==> src/design/ctcg_pkg.sv <==
package ctcg_pkg;

    // Fixed field widths of the streams and of the sequence totals.
    localparam int SCORE_W   = 16;
    localparam int SUM_W     = 25;
    localparam int DICT_W    = 14;
    localparam int OUT_IDX_W = 13;
    localparam int OUT_CNT_W = 9;
    // Widest index and count that the parameter ranges allow.
    localparam int EVT_IDX_W = 16;
    localparam int EVT_CNT_W = 13;
    // One quotient bit per divider step.
    localparam int DIV_STEPS = SUM_W;
    localparam int DIV_STEP_W = $clog2(DIV_STEPS);

    localparam logic signed [SUM_W-1:0] SUM_MAX = 25'sh0FFFFFF;
    localparam logic signed [SUM_W-1:0] SUM_MIN = 25'sh1000000;
    localparam logic [DICT_W-1:0] DICT_RESET = 14'd6625;

    // Result kinds.
    localparam logic KIND_SYM = 1'b0;
    localparam logic KIND_SUM = 1'b1;

    typedef struct packed {
        logic signed [SCORE_W-1:0] score;
        logic                      end_of_step;
        logic                      end_of_sequence;
    } t_item;

    typedef struct packed {
        logic                        kind;
        logic [OUT_IDX_W-1:0]        symbol_index;
        logic signed [SCORE_W-1:0]   symbol_score;
        logic                        in_dict;
        logic [OUT_CNT_W-1:0]        symbol_count;
        logic signed [SCORE_W-1:0]   average_score;
        logic                        last;
    } t_res;

    // One entry per step end that causes a result.
    typedef struct packed {
        logic                      sym_vld;
        logic                      eos;
        logic [EVT_IDX_W-1:0]      idx;
        logic signed [SCORE_W-1:0] score;
        logic [EVT_CNT_W-1:0]      cnt;
        logic signed [SUM_W-1:0]   sum;
    } t_evt;

    typedef struct packed {
        logic                    start;
        logic signed [SUM_W-1:0] dividend;
        logic [EVT_CNT_W-1:0]    divisor;
    } t_div_req;

    typedef struct packed {
        logic                      done;
        logic signed [SCORE_W-1:0] quo;
    } t_div_rsp;

    typedef enum logic [2:0] {
        BK_IDLE,
        BK_SYM,
        BK_START,
        BK_DIV,
        BK_SUM
    } t_bstate;

endpackage

==> src/design/ctcg_front.sv <==
module ctcg_front #(
    parameter int MAX_CLASSES = 8192,
    parameter int MAX_STEPS   = 256
) (
    input  logic            i_clk,
    input  logic            i_rst_n,
    input  logic            i_in_valid,
    output logic            o_in_ready,
    input  ctcg_pkg::t_item i_in_item,
    input  logic            i_q_full,
    output logic            o_q_push,
    output ctcg_pkg::t_evt  o_q_data
);
    import ctcg_pkg::*;

    localparam int CLW = $clog2(MAX_CLASSES + 1);
    localparam int IW  = (MAX_CLASSES > 1) ? $clog2(MAX_CLASSES) : 1;
    localparam int CNW = $clog2(MAX_STEPS + 1);

    logic signed [SCORE_W-1:0] r_best_score, n_best_score;
    logic [IW-1:0]             r_best_idx, n_best_idx;
    logic [CLW-1:0]            r_cls_cnt, n_cls_cnt;
    logic [IW-1:0]             r_prev_idx, n_prev_idx;
    logic signed [SUM_W-1:0]   r_sum, n_sum;
    logic [CNW-1:0]            r_emit_cnt, n_emit_cnt;

    logic                      accept;
    logic                      take;
    logic                      upd;
    logic                      eostep;
    logic                      emit;
    logic                      add;
    logic signed [SCORE_W-1:0] cur_score;
    logic [IW-1:0]             cur_idx;
    logic signed [SUM_W:0]     sum_wide;
    logic signed [SUM_W-1:0]   sum_sat;
    logic [CNW-1:0]            cnt_new;

    assign o_in_ready = !i_q_full;
    assign accept     = i_in_valid && o_in_ready;

    // Running maximum of the current step; scores past the class limit do not compete.
    always_comb begin
        take      = r_cls_cnt < CLW'(MAX_CLASSES);
        upd       = take && ((r_cls_cnt == '0) || (i_in_item.score > r_best_score));
        cur_score = upd ? i_in_item.score : r_best_score;
        cur_idx   = upd ? r_cls_cnt[IW-1:0] : r_best_idx;
        eostep    = i_in_item.end_of_step || i_in_item.end_of_sequence;
        emit      = eostep && (cur_idx != '0) && (cur_idx != r_prev_idx);
        add       = emit && (r_emit_cnt < CNW'(MAX_STEPS));
    end

    // Saturating sequence sum and symbol count.
    always_comb begin
        sum_wide = (SUM_W+1)'(r_sum) + (SUM_W+1)'(cur_score);
        if (sum_wide > (SUM_W+1)'(SUM_MAX)) begin
            sum_sat = SUM_MAX;
        end else if (sum_wide < (SUM_W+1)'(SUM_MIN)) begin
            sum_sat = SUM_MIN;
        end else begin
            sum_sat = sum_wide[SUM_W-1:0];
        end
        cnt_new = add ? r_emit_cnt + CNW'(1) : r_emit_cnt;
    end

    // Next state of the step and sequence tracking.
    always_comb begin
        n_best_score = r_best_score;
        n_best_idx   = r_best_idx;
        n_cls_cnt    = r_cls_cnt;
        n_prev_idx   = r_prev_idx;
        n_sum        = r_sum;
        n_emit_cnt   = r_emit_cnt;
        if (accept) begin
            n_best_score = cur_score;
            n_best_idx   = cur_idx;
            if (take) begin
                n_cls_cnt = r_cls_cnt + CLW'(1);
            end
            if (add) begin
                n_sum = sum_sat;
            end
            n_emit_cnt = cnt_new;
            if (eostep) begin
                n_prev_idx   = cur_idx;
                n_cls_cnt    = '0;
                n_best_idx   = '0;
                n_best_score = '0;
            end
            if (i_in_item.end_of_sequence) begin
                n_prev_idx = '0;
                n_sum      = '0;
                n_emit_cnt = '0;
            end
        end
    end

    // An item that ends a step with a symbol, or ends the sequence, queues one entry.
    always_comb begin
        o_q_push         = accept && (emit || i_in_item.end_of_sequence);
        o_q_data.sym_vld = emit;
        o_q_data.eos     = i_in_item.end_of_sequence;
        o_q_data.idx     = EVT_IDX_W'(cur_idx);
        o_q_data.score   = cur_score;
        o_q_data.cnt     = EVT_CNT_W'(cnt_new);
        o_q_data.sum     = add ? sum_sat : r_sum;
    end

    always_ff @(posedge i_clk) begin
        if (!i_rst_n) begin
            r_best_score <= '0;
            r_best_idx   <= '0;
            r_cls_cnt    <= '0;
            r_prev_idx   <= '0;
            r_sum        <= '0;
            r_emit_cnt   <= '0;
        end else begin
            r_best_score <= n_best_score;
            r_best_idx   <= n_best_idx;
            r_cls_cnt    <= n_cls_cnt;
            r_prev_idx   <= n_prev_idx;
            r_sum        <= n_sum;
            r_emit_cnt   <= n_emit_cnt;
        end
    end

    // A sequence end leaves the tracking clear for the next sequence.
    a_seq_clear : assert property (@(posedge i_clk) disable iff (!i_rst_n)
        (accept && i_in_item.end_of_sequence) |=>
            (r_cls_cnt == '0 && r_emit_cnt == '0 && r_prev_idx == '0 && r_sum == '0))
        else $error("sequence state not cleared after end of sequence");

    // The symbol count never passes its limit.
    a_cnt_limit : assert property (@(posedge i_clk) disable iff (!i_rst_n)
        r_emit_cnt <= CNW'(MAX_STEPS))
        else $error("symbol count above limit");

endmodule

==> src/design/ctcg_queue.sv <==
module ctcg_queue #(
    parameter int DEPTH = 4
) (
    input  logic           i_clk,
    input  logic           i_rst_n,
    input  logic           i_push,
    input  ctcg_pkg::t_evt i_data,
    output logic           o_full,
    input  logic           i_pop,
    output ctcg_pkg::t_evt o_data,
    output logic           o_empty
);
    import ctcg_pkg::*;

    localparam int PW = (DEPTH > 1) ? $clog2(DEPTH) : 1;
    localparam int CW = $clog2(DEPTH + 1);

    t_evt           r_mem [DEPTH];
    logic [PW-1:0]  r_wr, n_wr;
    logic [PW-1:0]  r_rd, n_rd;
    logic [CW-1:0]  r_cnt, n_cnt;

    assign o_full  = r_cnt == CW'(DEPTH);
    assign o_empty = r_cnt == '0;
    assign o_data  = r_mem[r_rd];

    // Pointer and fill count update.
    always_comb begin
        n_wr  = r_wr;
        n_rd  = r_rd;
        n_cnt = r_cnt;
        if (i_push) begin
            n_wr = (r_wr == PW'(DEPTH - 1)) ? '0 : r_wr + PW'(1);
        end
        if (i_pop) begin
            n_rd = (r_rd == PW'(DEPTH - 1)) ? '0 : r_rd + PW'(1);
        end
        if (i_push && !i_pop) begin
            n_cnt = r_cnt + CW'(1);
        end else if (!i_push && i_pop) begin
            n_cnt = r_cnt - CW'(1);
        end
    end

    always_ff @(posedge i_clk) begin
        if (!i_rst_n) begin
            r_wr  <= '0;
            r_rd  <= '0;
            r_cnt <= '0;
        end else begin
            r_wr  <= n_wr;
            r_rd  <= n_rd;
            r_cnt <= n_cnt;
        end
    end

    // Entry storage.
    always_ff @(posedge i_clk) begin
        if (i_push) begin
            r_mem[r_wr] <= i_data;
        end
    end

    a_no_overflow : assert property (@(posedge i_clk) disable iff (!i_rst_n)
        !(i_push && o_full && !i_pop))
        else $error("push into a full queue");

    a_no_underflow : assert property (@(posedge i_clk) disable iff (!i_rst_n)
        !(i_pop && o_empty))
        else $error("pop from an empty queue");

endmodule

==> src/design/ctcg_div.sv <==
module ctcg_div (
    input  logic               i_clk,
    input  logic               i_rst_n,
    input  ctcg_pkg::t_div_req i_req,
    output ctcg_pkg::t_div_rsp o_rsp
);
    import ctcg_pkg::*;

    logic                    r_busy, n_busy;
    logic                    r_fin, n_fin;
    logic                    r_done, n_done;
    logic [DIV_STEP_W-1:0]   r_step, n_step;
    logic [EVT_CNT_W:0]      r_rem, n_rem;
    logic [SUM_W-1:0]        r_quo, n_quo;
    logic                    r_neg, n_neg;
    logic [EVT_CNT_W-1:0]    r_dvs, n_dvs;
    logic signed [SCORE_W-1:0] r_q, n_q;

    logic [EVT_CNT_W:0]      rem_sh;
    logic                    ge;

    assign o_rsp.done = r_done;
    assign o_rsp.quo  = r_q;

    // Restoring division on magnitudes, one quotient bit per cycle.
    always_comb begin
        rem_sh = {r_rem[EVT_CNT_W-1:0], r_quo[SUM_W-1]};
        ge     = rem_sh >= {1'b0, r_dvs};
    end

    always_comb begin
        n_busy = r_busy;
        n_fin  = 1'b0;
        n_done = 1'b0;
        n_step = r_step;
        n_rem  = r_rem;
        n_quo  = r_quo;
        n_neg  = r_neg;
        n_dvs  = r_dvs;
        n_q    = r_q;
        if (i_req.start) begin
            n_busy = 1'b1;
            n_step = '0;
            n_rem  = '0;
            n_neg  = i_req.dividend[SUM_W-1];
            n_quo  = i_req.dividend[SUM_W-1] ? SUM_W'(-i_req.dividend) : i_req.dividend;
            n_dvs  = i_req.divisor;
        end else if (r_busy) begin
            n_rem  = ge ? rem_sh - {1'b0, r_dvs} : rem_sh;
            n_quo  = {r_quo[SUM_W-2:0], ge};
            n_step = r_step + DIV_STEP_W'(1);
            if (r_step == DIV_STEP_W'(DIV_STEPS - 1)) begin
                n_busy = 1'b0;
                n_fin  = 1'b1;
            end
        end
        // Sign and saturate the finished quotient.
        if (r_fin) begin
            n_done = 1'b1;
            if (!r_neg) begin
                n_q = (r_quo > SUM_W'(32767)) ? 16'sh7FFF : r_quo[SCORE_W-1:0];
            end else begin
                n_q = (r_quo > SUM_W'(32768)) ? 16'sh8000 : SCORE_W'(-r_quo[SCORE_W-1:0]);
            end
        end
    end

    always_ff @(posedge i_clk) begin
        if (!i_rst_n) begin
            r_busy <= 1'b0;
            r_fin  <= 1'b0;
            r_done <= 1'b0;
            r_step <= '0;
        end else begin
            r_busy <= n_busy;
            r_fin  <= n_fin;
            r_done <= n_done;
            r_step <= n_step;
        end
    end

    always_ff @(posedge i_clk) begin
        r_rem <= n_rem;
        r_quo <= n_quo;
        r_neg <= n_neg;
        r_dvs <= n_dvs;
        r_q   <= n_q;
    end

    a_done_after_fin : assert property (@(posedge i_clk) disable iff (!i_rst_n)
        r_done |-> $past(r_fin))
        else $error("divider done without a finished run");

endmodule

==> src/design/ctcg_back.sv <==
module ctcg_back (
    input  logic               i_clk,
    input  logic               i_rst_n,
    input  logic               i_cfg_we,
    input  logic [13:0]        i_cfg_data,
    input  logic               i_q_empty,
    input  ctcg_pkg::t_evt     i_q_data,
    output logic               o_q_pop,
    output ctcg_pkg::t_div_req o_div_req,
    input  ctcg_pkg::t_div_rsp i_div_rsp,
    output logic               o_out_valid,
    input  logic               i_out_ready,
    output ctcg_pkg::t_res     o_out_item
);
    import ctcg_pkg::*;

    t_bstate                   r_state, n_state;
    t_evt                      r_ent, n_ent;
    logic signed [SCORE_W-1:0] r_avg, n_avg;
    logic                      r_out_vld, n_out_vld;
    t_res                      r_out, n_out;
    logic [DICT_W-1:0]         r_dict;
    logic                      slot_free;

    assign o_out_valid = r_out_vld;
    assign o_out_item  = r_out;
    assign slot_free   = !r_out_vld || i_out_ready;

    // Dictionary size register.
    always_ff @(posedge i_clk) begin
        if (!i_rst_n) begin
            r_dict <= DICT_RESET;
        end else if (i_cfg_we) begin
            r_dict <= i_cfg_data;
        end
    end

    // Result sequencer: symbol if any, then at sequence end the summary.
    always_comb begin
        n_state            = r_state;
        n_ent              = r_ent;
        n_avg              = r_avg;
        n_out_vld          = r_out_vld;
        n_out              = r_out;
        o_q_pop            = 1'b0;
        o_div_req.start    = 1'b0;
        o_div_req.dividend = r_ent.sum;
        o_div_req.divisor  = r_ent.cnt;
        if (r_out_vld && i_out_ready) begin
            n_out_vld = 1'b0;
        end
        case (r_state)
            BK_IDLE: begin
                if (!i_q_empty) begin
                    o_q_pop = 1'b1;
                    n_ent   = i_q_data;
                    n_state = i_q_data.sym_vld ? BK_SYM : BK_START;
                end
            end
            BK_SYM: begin
                if (slot_free) begin
                    n_out_vld          = 1'b1;
                    n_out              = '0;
                    n_out.kind         = KIND_SYM;
                    n_out.symbol_index = OUT_IDX_W'(r_ent.idx);
                    n_out.symbol_score = r_ent.score;
                    n_out.in_dict      = r_ent.idx < EVT_IDX_W'(r_dict);
                    n_out.last         = !r_ent.eos;
                    n_state            = r_ent.eos ? BK_START : BK_IDLE;
                end
            end
            BK_START: begin
                if (r_ent.cnt == '0) begin
                    n_avg   = '0;
                    n_state = BK_SUM;
                end else begin
                    o_div_req.start = 1'b1;
                    n_state         = BK_DIV;
                end
            end
            BK_DIV: begin
                if (i_div_rsp.done) begin
                    n_avg   = i_div_rsp.quo;
                    n_state = BK_SUM;
                end
            end
            BK_SUM: begin
                if (slot_free) begin
                    n_out_vld           = 1'b1;
                    n_out               = '0;
                    n_out.kind          = KIND_SUM;
                    n_out.symbol_count  = OUT_CNT_W'(r_ent.cnt);
                    n_out.average_score = r_avg;
                    n_out.last          = 1'b1;
                    n_state             = BK_IDLE;
                end
            end
            default: begin
                n_state = BK_IDLE;
            end
        endcase
    end

    always_ff @(posedge i_clk) begin
        if (!i_rst_n) begin
            r_state   <= BK_IDLE;
            r_out_vld <= 1'b0;
        end else begin
            r_state   <= n_state;
            r_out_vld <= n_out_vld;
        end
    end

    always_ff @(posedge i_clk) begin
        r_ent <= n_ent;
        r_avg <= n_avg;
        r_out <= n_out;
    end

    // A summary is only built for an entry that ends a sequence.
    a_sum_needs_eos : assert property (@(posedge i_clk) disable iff (!i_rst_n)
        (r_state == BK_SUM || r_state == BK_DIV || r_state == BK_START) |-> r_ent.eos)
        else $error("summary started for an entry without sequence end");

endmodule

==> src/design/ctc_greedy_decoder.sv <==
// Greedy CTC decoder over a stream of class scores.
// Input channel (i_in_valid / o_in_ready) takes one signed Q1.14 score per item,
// in class order, with end_of_step on the last class of a time step and
// end_of_sequence on the last step of a sequence. Output channel
// (o_out_valid / i_out_ready) gives a symbol item when a step's winning class is
// not blank and differs from the previous step's winner, and a summary item
// (count and truncated mean score) at each sequence end.
// Throughput: one score item per cycle. A step end that emits a symbol passes
// the queue, the sequencer state and the output register. A summary also waits
// for the divider, which produces one quotient bit a cycle. A four-entry queue
// between the scoring front and the result back lets the next sequence stream in
// during the division; input stalls only when the queue is full, which happens
// when the receiver stalls or sequences are very short. Reset clears all step and
// sequence tracking, empties the queue and output register and sets the dictionary
// size to 6625. While the receiver holds i_out_ready low the output item stays put
// and the queue fills behind it. The user must write the dictionary size through
// i_cfg_we / i_cfg_data only while idle; the block itself does not enforce this.
module ctc_greedy_decoder #(
    parameter int MAX_CLASSES = 8192,
    parameter int MAX_STEPS   = 256
) (
    input  logic            i_clk,
    input  logic            i_rst_n,
    input  logic            i_cfg_we,
    input  logic [13:0]     i_cfg_data,
    input  logic            i_in_valid,
    output logic            o_in_ready,
    input  ctcg_pkg::t_item i_in_item,
    output logic            o_out_valid,
    input  logic            i_out_ready,
    output ctcg_pkg::t_res  o_out_item
);
    import ctcg_pkg::*;

    localparam int Q_DEPTH = 4;

    logic     q_push;
    logic     q_full;
    logic     q_pop;
    logic     q_empty;
    t_evt     q_wdata;
    t_evt     q_rdata;
    t_div_req div_req;
    t_div_rsp div_rsp;

    // Scoring front: running argmax, symbol decision and sequence totals.
    ctcg_front #(
        .MAX_CLASSES (MAX_CLASSES),
        .MAX_STEPS   (MAX_STEPS)
    ) u_front (
        .i_clk      (i_clk),
        .i_rst_n    (i_rst_n),
        .i_in_valid (i_in_valid),
        .o_in_ready (o_in_ready),
        .i_in_item  (i_in_item),
        .i_q_full   (q_full),
        .o_q_push   (q_push),
        .o_q_data   (q_wdata)
    );

    // Queue of step-end entries.
    ctcg_queue #(
        .DEPTH (Q_DEPTH)
    ) u_queue (
        .i_clk   (i_clk),
        .i_rst_n (i_rst_n),
        .i_push  (q_push),
        .i_data  (q_wdata),
        .o_full  (q_full),
        .i_pop   (q_pop),
        .o_data  (q_rdata),
        .o_empty (q_empty)
    );

    // Mean score divider.
    ctcg_div u_div (
        .i_clk   (i_clk),
        .i_rst_n (i_rst_n),
        .i_req   (div_req),
        .o_rsp   (div_rsp)
    );

    // Result back end with the output register.
    ctcg_back u_back (
        .i_clk       (i_clk),
        .i_rst_n     (i_rst_n),
        .i_cfg_we    (i_cfg_we),
        .i_cfg_data  (i_cfg_data),
        .i_q_empty   (q_empty),
        .i_q_data    (q_rdata),
        .o_q_pop     (q_pop),
        .o_div_req   (div_req),
        .i_div_rsp   (div_rsp),
        .o_out_valid (o_out_valid),
        .i_out_ready (i_out_ready),
        .o_out_item  (o_out_item)
    );

endmodule
==> config.mk <==
export PLATFORM = sky130hd
export DESIGN_NAME = ctc_greedy_decoder
export DESIGN_NICKNAME = d
export VERILOG_FILES = /design/src/design/ctcg_pkg.sv /design/src/design/ctcg_front.sv /design/src/design/ctcg_queue.sv /design/src/design/ctcg_div.sv /design/src/design/ctcg_back.sv /design/src/design/ctc_greedy_decoder.sv
export SDC_FILE = /design/constraint.sdc
export NUM_CORES = 1
export LEC_CHECK = 0
export BUFFER_PORTS_ARGS = -buffer_cell sky130_fd_sc_hd__buf_2
export CORE_ASPECT_RATIO = 1.4
export CORE_MARGIN = 2
export CORE_UTILIZATION = 50
export DETAILED_ROUTE_END_ITERATION = 7
export GPL_ROUTABILITY_DRIVEN = 1
export PLACE_DENSITY_LB_ADDON = 0.05
export SKIP_CTS_REPAIR_TIMING = 1
export SYNTH_ARGS = -nofsm -noshare
export SYNTH_HDL_FRONTEND = slang
export SYNTH_HIERARCHICAL = 1
export SYNTH_SLANG_ARGS = --single-unit
==> constraint.sdc <==
create_clock -name i_clk -period 12.37 [get_ports i_clk]
set_input_delay 0.6185 -clock i_clk [delete_from_list [all_inputs] [get_ports i_clk]]
set_output_delay 0.6185 -clock i_clk [all_outputs]
set_load 0.005 [all_outputs]
==> reports/metrics.cfg <==
[grt]
grt_usage_pct=21.3
grt_antenna_before_repair=1
grt_pass1_wl_um=95900
grt.overflow.total=0
grt_pass1_vias=17041
grt_max_degree=69

[sta]
relSlewSlack_pct=14.7
min_period_ns=6.87
finalWorstSetupSlack_ns=5.50
drv_slew=0
rsz0062_at_grt=false
fmax_mhz=146
hold_viol_final=0
tightest_slew_ns=1.27
setup_viol=0
period_share_pct=55.5
fin_setup_tns_ns=0
skew_ns=0.0283

[logic_synthesis]
ys.flop_type=edfxtp_1
synth.avg_cell_area_um2=13.1
ys_types=84
ys_ff_latch=625
synth-edff-count=487
yosysWarnings=6
synthTopCellsByCount=edfxtp_1, nor2_1, nand2_1
yosysSeqAreaShare_pct=61.6
synth.most_common_cell=edfxtp_1
yosysTopAreaCell=edfxtp_1
synth_area_um2=28200
synthArstFlopShare_pct=0
synth_top_area_share_pct=51.8
syn_inst=2156
yosys-top-cells-area=edfxtp_1, dfxtp_1, mux4_2

[route]
drcViolationCount=0
initialDrtViolationCount=1057
wl_per_cell_um=20.7
dr_total_vias=16966
routed_wl_um=62000
antenna_left=0
drt_first_pass_iters=5
via_per_inst=5.67

[clock_network]
clk_path_buf_depth=3
tritoncts=yes
root_buffer=clkbuf_16
clk_latency_ns=0.63
numCtsBuffers=59
cts.clk_slew.worst_paths_ns=0.07
cts.sinks=625
h-tree-depth=2

[die]
die_area_um2=58400
core.rowCount=103
core_area_um2=56200
die_w_um=205
ios=96
initial_utilization_pct=50.3
dieHeight_um=285

[worst_setup_path]
path_class=flop to flop
reg2reg_depth=18
timing.rr.start=u_front/r_best_score[15]
worstPathMaxFanout=24
rrSetupSlack_ns=5.50
arrival_ns=7.26
crit_required_ns=12.76
cp-start-kind=flop
r2r-end=u_queue/r_mem[0][5]
end_kind=flop

[worst_hold_path]
hold_end=u_back/r_dict[8]
hp-start=i_cfg_data[8]
hp-class=primary input to flop
hold_depth=3

[final_layout]
layout-drive-gt1-share_pct=14.5
stdcell_area_um2=31000
diodes=0
nets=2328
nFillCells=4724
area_growth_pct=9.94
final_util_pct=55.3

[placed_design]
place_ws_ns=5.15
portBuffers=95
gp_congestion=0.849
dpl_cell_area_um2=29000
dp_hpwl_um=40900

[power_and_ir_drop]
p_per_area_nw_per_um2=202
leakagePower_nw=11.3
ir_worst_vdd_mv=0.138

[job]
cap_violations=0

[run_status]
outcome=finished, final reports clean

==> worst max-delay path by stage <==
| stage | end | start | slack (ns) | cells past startpoint |
|---|---|---|---|---|
| 2_1_floorplan | u_queue/r_cnt[2] | u_back/r_state[2] | 3.05 | 9 |
| 3_3_place_gp | u_queue/r_mem[0][20] | i_in_item[7] | 5.31 | 18 |
| 3_5_place_dp | u_queue/r_mem[1][23] | i_in_item[17] | 5.15 | 18 |
| 4_1_cts | u_queue/r_mem[3][15] | u_front/r_best_score[15] | 5.48 | 18 |
| 5_1_grt | u_queue/r_mem[1][5] | u_front/r_best_score[15] | 4.81 | 18 |
| 6_report | u_queue/r_mem[0][5] | u_front/r_best_score[15] | 5.50 | 18 |
==> metrics by stage <==
stage | power (mW) | hold WS (ns) | std cells
finish | 6.26 | 0.228 | 2991
global route | 6.59 | 0.199 | 2991
CTS | 6.33 | 0.184 | 2991
detailed placement | 4.47 | 0.437 | 2880
global placement | 4.44 | 0.433 | 2880
floorplan | 4.15 | 0.433 | 2162
==> layout make-up <==
type	count	area (µm²)	area share, %
inverters	114	429	1.38
flip-flops and latches	625	17400	56.0
clock buffers	80	1650	5.31
multi-input cells	1278	9580	30.9
repair buffers	128	723	2.33
well taps	735	920	2.96
clock inverters	31	354	1.14
==> registers in the layout, summed over array words and instances (netlist names), 2 cells and up, named ones only <==
register	flops
u_div/r_dvs	13
u_div/r_step	5
u_back/r_avg	16
u_back/r_ent	33
u_front/r_best_score	16
u_queue/r_wr	2
u_front/r_emit_cnt	9
u_front/r_sum	25
u_queue/r_mem	288
u_div/r_quo	25
u_back/o_out_item	57
u_back/o_div_req	38
u_front/r_cls_cnt	14
u_front/r_best_idx	13
u_div/r_rem	13
u_back/r_state	3
u_front/r_prev_idx	13
u_queue/r_cnt	3
u_back/r_dict	14
u_queue/r_rd	2
u_div/r_q	16
==> cells by family (layout without fill, tap and decap cells) <==
kind of cell    after synthesis  after routing  share of synthesized area [%]
buf+inv                     259            353                           4.71
simple gates                575            575                           10.2
other cells                   1              7                         0.0133
mux                         113            113                           7.28
compound gates              414            414                           9.81
flops                       625            625                           61.6
fa+ha+maj                    85             85                           3.85
xor+xnor                     84             84                           2.61
==> placed cells by master (no fill, tap or decap), drive strengths merged, types with 14 or more instances in the layout <==
master / synthesis / final
edfxtp: 487 / 487
nor2: 162 / 162
nand2: 140 / 140
dfxtp: 138 / 138
buf: 86 / 128
inv: 113 / 117
o21ai: 107 / 107
and2: 83 / 83
ha: 82 / 82
a21oi: 82 / 82
clkbuf: 59 / 80
mux4: 72 / 72
xnor2: 46 / 46
xor2: 38 / 38
a22oi: 34 / 34
mux2i: 31 / 31
nand4: 29 / 29
nor3: 29 / 29
o2bb2ai: 27 / 27
a21o: 26 / 26
nor2b: 24 / 24
nand3: 22 / 22
nor4: 18 / 18
clkinv: 1 / 16
a31oi: 15 / 15
o211ai: 14 / 14
a211oi: 14 / 14
==> power breakdown <==
part	internal [mW]	switching [mW]	leakage, nW
sequential	2.72	0.254	5.69
combinational	0.591	0.848	4.60
clock	1.07	0.787	0.967
==> critical path, stage by stage, from the launching register on <==
cell and delay, ns:
dfxtp_1 0.33, inv_1 0.06, ha_1 0.34, nand4_1 0.15
nor3_1 0.41, o32a_1 0.30, a211oi_1 0.11, or3_1 0.58
o21ai_0 0.65, ha_1 0.36, o21ai_0 0.15, o21ai_0 0.39
nand4_1 0.22, nand3_1 0.24, nand3_1 0.11, a41oi_1 0.66
and3b_1 1.00, nor2_1 0.17, o21ai_0 0.38
==> per-layer routing <==
metal / global-route usage [%] / wire, µm
met1: 26.2 / 25600
met2: 38.4 / 32300
met3: 3.14 / 2280
met4: 6.71 / 1770
met5: 0 / 13
No activity file was read; power rests on OpenSTA's default activity.
